## src/hw/rtl/tcw_pkg.sv

```systemverilog
`timescale 1ns / 1ps

package tcw_pkg;

    // Default screen geometry.
    localparam int WIDTH_DEF  = 80;
    localparam int HEIGHT_DEF = 25;

    // Fixed field widths.
    localparam int KIND_W = 2;
    localparam int CHAR_W = 8;
    localparam int ATTR_W = 8;
    localparam int ROW_W  = 5;
    localparam int COL_W  = 7;
    localparam int POS_W  = 12;
    localparam int CELL_W = CHAR_W + ATTR_W;

    // Configuration register indexes.
    localparam int CFG_IDX_W = 1;
    localparam logic [CFG_IDX_W-1:0] CFG_TEXT_ATTR    = 1'd0;
    localparam logic [CFG_IDX_W-1:0] CFG_CURSOR_SHOWN = 1'd1;

    // Item kinds.
    localparam logic [KIND_W-1:0] KIND_PUT  = 2'd0;
    localparam logic [KIND_W-1:0] KIND_READ = 2'd1;
    localparam logic [KIND_W-1:0] KIND_SET  = 2'd2;
    localparam logic [KIND_W-1:0] KIND_DRAW = 2'd3;

    // Control characters.
    localparam logic [CHAR_W-1:0] CH_LF    = 8'h0A;
    localparam logic [CHAR_W-1:0] CH_CR    = 8'h0D;
    localparam logic [CHAR_W-1:0] CH_BS    = 8'h08;
    localparam logic [CHAR_W-1:0] CH_SPACE = 8'h20;

    // Operations handed from the front end to the back end.
    localparam int OP_W = 3;
    localparam logic [OP_W-1:0] OP_PRINT = 3'd0;
    localparam logic [OP_W-1:0] OP_LF    = 3'd1;
    localparam logic [OP_W-1:0] OP_CR    = 3'd2;
    localparam logic [OP_W-1:0] OP_BS    = 3'd3;
    localparam logic [OP_W-1:0] OP_READ  = 3'd4;
    localparam logic [OP_W-1:0] OP_SET   = 3'd5;
    localparam logic [OP_W-1:0] OP_DRAW  = 3'd6;
    localparam logic [OP_W-1:0] OP_ERR   = 3'd7;

    // Queue depths; both must be powers of two.
    localparam int CMDQ_DEPTH = 2;
    localparam int RESQ_DEPTH = 2;

    typedef struct packed {
        logic [OP_W-1:0]   op;
        logic [CHAR_W-1:0] ch;
        logic [ATTR_W-1:0] attr;
        logic [ROW_W-1:0]  row;
        logic [COL_W-1:0]  col;
    } t_cmd;

    typedef struct packed {
        logic [ROW_W-1:0]  row;
        logic [COL_W-1:0]  col;
        logic [POS_W-1:0]  pos;
        logic [CHAR_W-1:0] ch;
        logic [ATTR_W-1:0] attr;
        logic              status;
    } t_res;

endpackage

```

## src/hw/rtl/tcw_front.sv

```systemverilog
`timescale 1ns / 1ps

module tcw_front #(
    parameter int WIDTH  = tcw_pkg::WIDTH_DEF,
    parameter int HEIGHT = tcw_pkg::HEIGHT_DEF
) (
    input  logic                        i_clk,
    input  logic                        i_rst_n,
    input  logic                        push,
    output logic                        full,
    input  logic                        i_hold,
    input  logic [tcw_pkg::KIND_W-1:0]  i_kind,
    input  logic [tcw_pkg::CHAR_W-1:0]  i_char_code,
    input  logic [tcw_pkg::ROW_W-1:0]   i_row_in,
    input  logic [tcw_pkg::COL_W-1:0]   i_col_in,
    input  logic [tcw_pkg::ATTR_W-1:0]  i_cell_attr_in,
    output logic                        o_cmd_valid,
    output tcw_pkg::t_cmd               o_cmd,
    input  logic                        i_cmd_pop
);

    localparam int PTR_W = (tcw_pkg::CMDQ_DEPTH > 1) ? $clog2(tcw_pkg::CMDQ_DEPTH) : 1;
    localparam int CNT_W = $clog2(tcw_pkg::CMDQ_DEPTH + 1);

    tcw_pkg::t_cmd          r_q [tcw_pkg::CMDQ_DEPTH];
    logic [PTR_W-1:0]       r_wptr;
    logic [PTR_W-1:0]       r_rptr;
    logic [CNT_W-1:0]       r_cnt;
    tcw_pkg::t_cmd          cls;
    logic                   in_range;
    logic                   accept;

    assign in_range = ({1'b0, i_row_in} < (tcw_pkg::ROW_W + 1)'(HEIGHT))
                   && ({1'b0, i_col_in} < (tcw_pkg::COL_W + 1)'(WIDTH));

    // Each word is decoded into one back-end operation as it enters.
    always_comb begin
        cls.ch   = i_char_code;
        cls.attr = i_cell_attr_in;
        cls.row  = i_row_in;
        cls.col  = i_col_in;
        cls.op   = tcw_pkg::OP_ERR;
        if (i_kind == tcw_pkg::KIND_PUT) begin
            unique case (i_char_code)
                tcw_pkg::CH_LF: cls.op = tcw_pkg::OP_LF;
                tcw_pkg::CH_CR: cls.op = tcw_pkg::OP_CR;
                tcw_pkg::CH_BS: cls.op = tcw_pkg::OP_BS;
                default:        cls.op = tcw_pkg::OP_PRINT;
            endcase
        end else if (in_range) begin
            unique case (i_kind)
                tcw_pkg::KIND_READ: cls.op = tcw_pkg::OP_READ;
                tcw_pkg::KIND_SET:  cls.op = tcw_pkg::OP_SET;
                default:            cls.op = tcw_pkg::OP_DRAW;
            endcase
        end
    end

    assign full        = (r_cnt == CNT_W'(tcw_pkg::CMDQ_DEPTH)) || i_hold;
    assign accept      = push && !full;
    assign o_cmd_valid = (r_cnt != '0);
    assign o_cmd       = r_q[r_rptr];

    always_ff @(posedge i_clk) begin
        if (accept) begin
            r_q[r_wptr] <= cls;
        end
    end

    always_ff @(posedge i_clk) begin
        if (!i_rst_n) begin
            r_wptr <= '0;
            r_rptr <= '0;
            r_cnt  <= '0;
        end else begin
            if (accept) begin
                r_wptr <= r_wptr + 1'b1;
            end
            if (i_cmd_pop) begin
                r_rptr <= r_rptr + 1'b1;
            end
            if (accept && !i_cmd_pop) begin
                r_cnt <= r_cnt + 1'b1;
            end else if (!accept && i_cmd_pop) begin
                r_cnt <= r_cnt - 1'b1;
            end
        end
    end

endmodule

```

## config.mk

```make
export PLATFORM = sky130hd
export DESIGN_NAME = tcw_front
export DESIGN_NICKNAME = d
export VERILOG_FILES = /design/src/hw/rtl/tcw_pkg.sv /design/src/hw/rtl/tcw_front.sv
export SDC_FILE = /design/constraint.sdc
export NUM_CORES = 1
export LEC_CHECK = 0
export ABC_AREA = 1
export BUFFER_PORTS_ARGS = -buffer_cell sky130_fd_sc_hd__buf_4
export CAP_MARGIN = 20
export CORE_MARGIN = 2
export CORE_UTILIZATION = 52
export DETAILED_ROUTE_END_ITERATION = 10
export PLACE_DENSITY = 0.87
export SYNTH_ARGS = -nofsm -noshare
export SYNTH_HDL_FRONTEND = slang
export SYNTH_SLANG_ARGS = --single-unit
```

## constraint.sdc

```tcl
create_clock -name i_clk -period 3.3 [get_ports i_clk]
set_input_delay 0.33 -clock i_clk [delete_from_list [all_inputs] [get_ports i_clk]]
set_output_delay 0.33 -clock i_clk [all_outputs]
set_load 0.05 [all_outputs]
```

==> results.yml <==
floorplan:
  die_y_um: 75.0
  die-area_um2: 5620
  start_util_pct: 54.7
  die_x_um: 75.0
  io_pins: 68
  rows: 25
  core_um2: 4790
setup_path:
  cp.required_ns: 3.32
  startpoint_type: "flop"
  ff2ff_path_depth: 5
  worstPathArrival_ns: 1.98
  r2r_start: "r_cnt[0]$_SDFFE_PN0P_"
  ff2ff_setup_slack_ns: 1.34
  cp_max_fo: 18
  critPathCaptureType: "flop"
  r2r-end: "r_q[0][16]$_DFFE_PP_"
  critical_path_class: "reg2reg"
synthesis:
  synthCells: 161
  yosysTopAreaCell: "edfxtp_1"
  yosysMostFrequentCell: "edfxtp_1"
  synth_nets: 199
  ys_seq_area_share_pct: 74.9
  synthTopCellsByArea: "edfxtp_1 71%, mux2_2 13%, dfxtp_1 3.8%"
  synth_ff_type: "edfxtp_1"
  syn_area_per_cell_um2: 16.3
  ys_ff_latch: 67
  yosysWarnings: 0
  ys_async_sr_fraction_pct: 0
  synth_edf_count: 62
  synth_common_cells: "62 x edfxtp_1, 31 x mux2_2, 19 x nand2_1"
  synth_top_area_share_pct: 71.1
  ys_types: 15
  syn_area_um2: 2620
job:
  max-cap-violations: 0
power:
  net-switching-power_uw: 501
  sw_frac_of_total_pct: 27.0
  ir_drop_v: 0.000352
  pwr-share-comb_pct: 17.5
  power_frac_clock_pct: 29.7
  p_leak_nw: 1.32
  power.density_nw_per_um2: 554
  seq_power_share_pct: 52.7
  p_int_mw: 1.36
clock_tree:
  clock_path_buffers: 2
  postCtsSetupBuffers: 0
  clkSinkCount: 67
  clock_latency_ns: 0.33
  cts_buffers: 9
  ctsHoldBuffers: 0
  clockRootBuffer: "clkbuf_8"
  ctsResizeCount: 0
  path_clk_slew_ns: 0.07
  cts_tree: "yes"
  htree_levels: 3
finish:
  syn_to_final_growth_pct: 28.0
  nNetsFinal: 277
  drive_gt1_share_pct: 47.1
  num_antenna_cells: 0
  fill_cells: 354
timing:
  worst_pin_slew_ns: 0.694
  tns_ns: 0
  slew_violations: 0
  slew-limit-headroom_pct: 53.7
  hold_viol: 0
  setup_viol: 0
  hold_slack_ns: 0.178
  rsz0062_at_grt: "no"
  max_freq_mhz: 510
  layout_min_cycle_time_ns: 1.96
  min_period_over_period_pct: 59.4
  skew_ns: 0.00521
placement:
  gp_congestion: 0.702
  portBuffers: 67
  dp_hpwl_um: 3120
global_route:
  grt_pass1_wl_um: 6900
  grtUsageTotal_pct: 17.7
  grt_pass1_vias: 1505
  grt_max_degree: 32
  gr-total-overflow: 0
  antenna_found_initial: 0
run_status:
  outcome: "complete, no violations"
worst_hold_path:
  min_path_cells: 1
  hold_start: "i_col_in[1]"
  hp-class: "in2reg"
  holdPathEnd: "r_q[1][1]$_DFFE_PP_"
drt:
  first_iter_violations: 69
  first_pass_iters: 4
  dr_total_vias: 1502
  avgRoutedWirePerCell_um: 15.0
  via_per_inst: 4.83
  route.antenna.remaining_nets: 0
  drc: 0
  wl_um: 4660
per-stage QoR:
step                      utilization (%)  worst slack, ns  power (mW)  instances  cell area, um^2
after floorplan                         -            0.969        1.22        161             2620
after global placement               66.8             1.33        1.32        295             3200
after detailed placement             66.8             1.27        1.33        295             3200
after CTS                            70.1             1.29        1.87        311             3350
after global routing                 70.1             1.09        1.92        311             3350
final                                70.1             1.34        1.86        311             3350
how the worst max path moves through the flow:
| stage | from | to | slack (ns) | depth (start not counted) |
|---|---|---|---|---|
| 6_report | r_cnt[0]$_SDFFE_PN0P_ | r_q[0][16]$_DFFE_PP_ | 1.34 | 5 |
| 5_1_grt | r_cnt[0]$_SDFFE_PN0P_ | r_q[0][8]$_DFFE_PP_ | 1.09 | 5 |
| 4_1_cts | r_cnt[0]$_SDFFE_PN0P_ | r_q[0][8]$_DFFE_PP_ | 1.29 | 5 |
| 3_5_place_dp | i_hold | r_q[0][16]$_DFFE_PP_ | 1.27 | 5 |
| 3_3_place_gp | i_hold | r_q[0][8]$_DFFE_PP_ | 1.33 | 5 |
| 2_1_floorplan | r_cnt[0]$_SDFFE_PN0P_ | r_q[0][0]$_DFFE_PP_ | 0.97 | 4 |
layout by cell type (no fill, tap or decap), drive strengths merged, types with 3 or more instances in the layout:
cell | synthesis | final
mux2 | 31 | 31
nand3 | 4 | 4
dfxtp | 5 | 5
edfxtp | 62 | 62
nand2 | 19 | 19
clkbuf | 0 | 13
clkinv | 0 | 3
ha | 3 | 3
nor2 | 12 | 12
o21ai | 3 | 3
inv | 14 | 14
buf | 3 | 70
flip-flops by register name (all words and copies together), names as in the netlist, named ones only:
signal  count
r_cnt       2
r_q        62
r_rptr      1
r_wptr      1
power groups by stage:
stage / clock [mW] / sequential (mW) / combinational (mW)
after floorplan: 0 / 0.997 / 0.219
after global placement: 0 / 0.996 / 0.322
after detailed placement: 0 / 0.998 / 0.328
after CTS: 0.562 / 0.980 / 0.330
after global routing: 0.590 / 0.982 / 0.346
final: 0.552 / 0.979 / 0.326
logic make-up after synthesis:
| kind of cell | share of synthesized area [%] |
|---|---|
| flops | 74.9 |
| simple gates | 5.92 |
| mux | 13.3 |
| buf+inv | 3.30 |
| compound gates | 0.764 |
| fa+ha+maj | 1.43 |
| xor+xnor | 0.335 |
layout make-up:
class,instances,area [um^2],share of cell area (%)
multi-input cells,77,576,17.2
inverters,14,52.6,1.57
clock buffers,13,139,4.14
clock inverters,3,15.0,0.448
repair buffers,70,526,15.7
well taps,67,83.8,2.50
flip-flops and latches,67,1960,58.5
per-layer routing:
metal | track usage, % | vias up | routed length, um
li1 | - | 731 | -
met1 | 20.3 | 700 | 1930
met2 | 29.4 | 59 | 2350
met3 | 4.95 | 12 | 267
met4 | 10.5 | 0 | 112
met5 | 0 | - | 0
critical path, stage by stage (launching register included):
cell and delay, ns:
dfxtp_1 0.33, inv_1 0.08, nand2_1 0.08, nand3_1 0.17
nor2_2 0.59, buf_4 0.39
No activity file was read; power rests on OpenSTA's default activity.
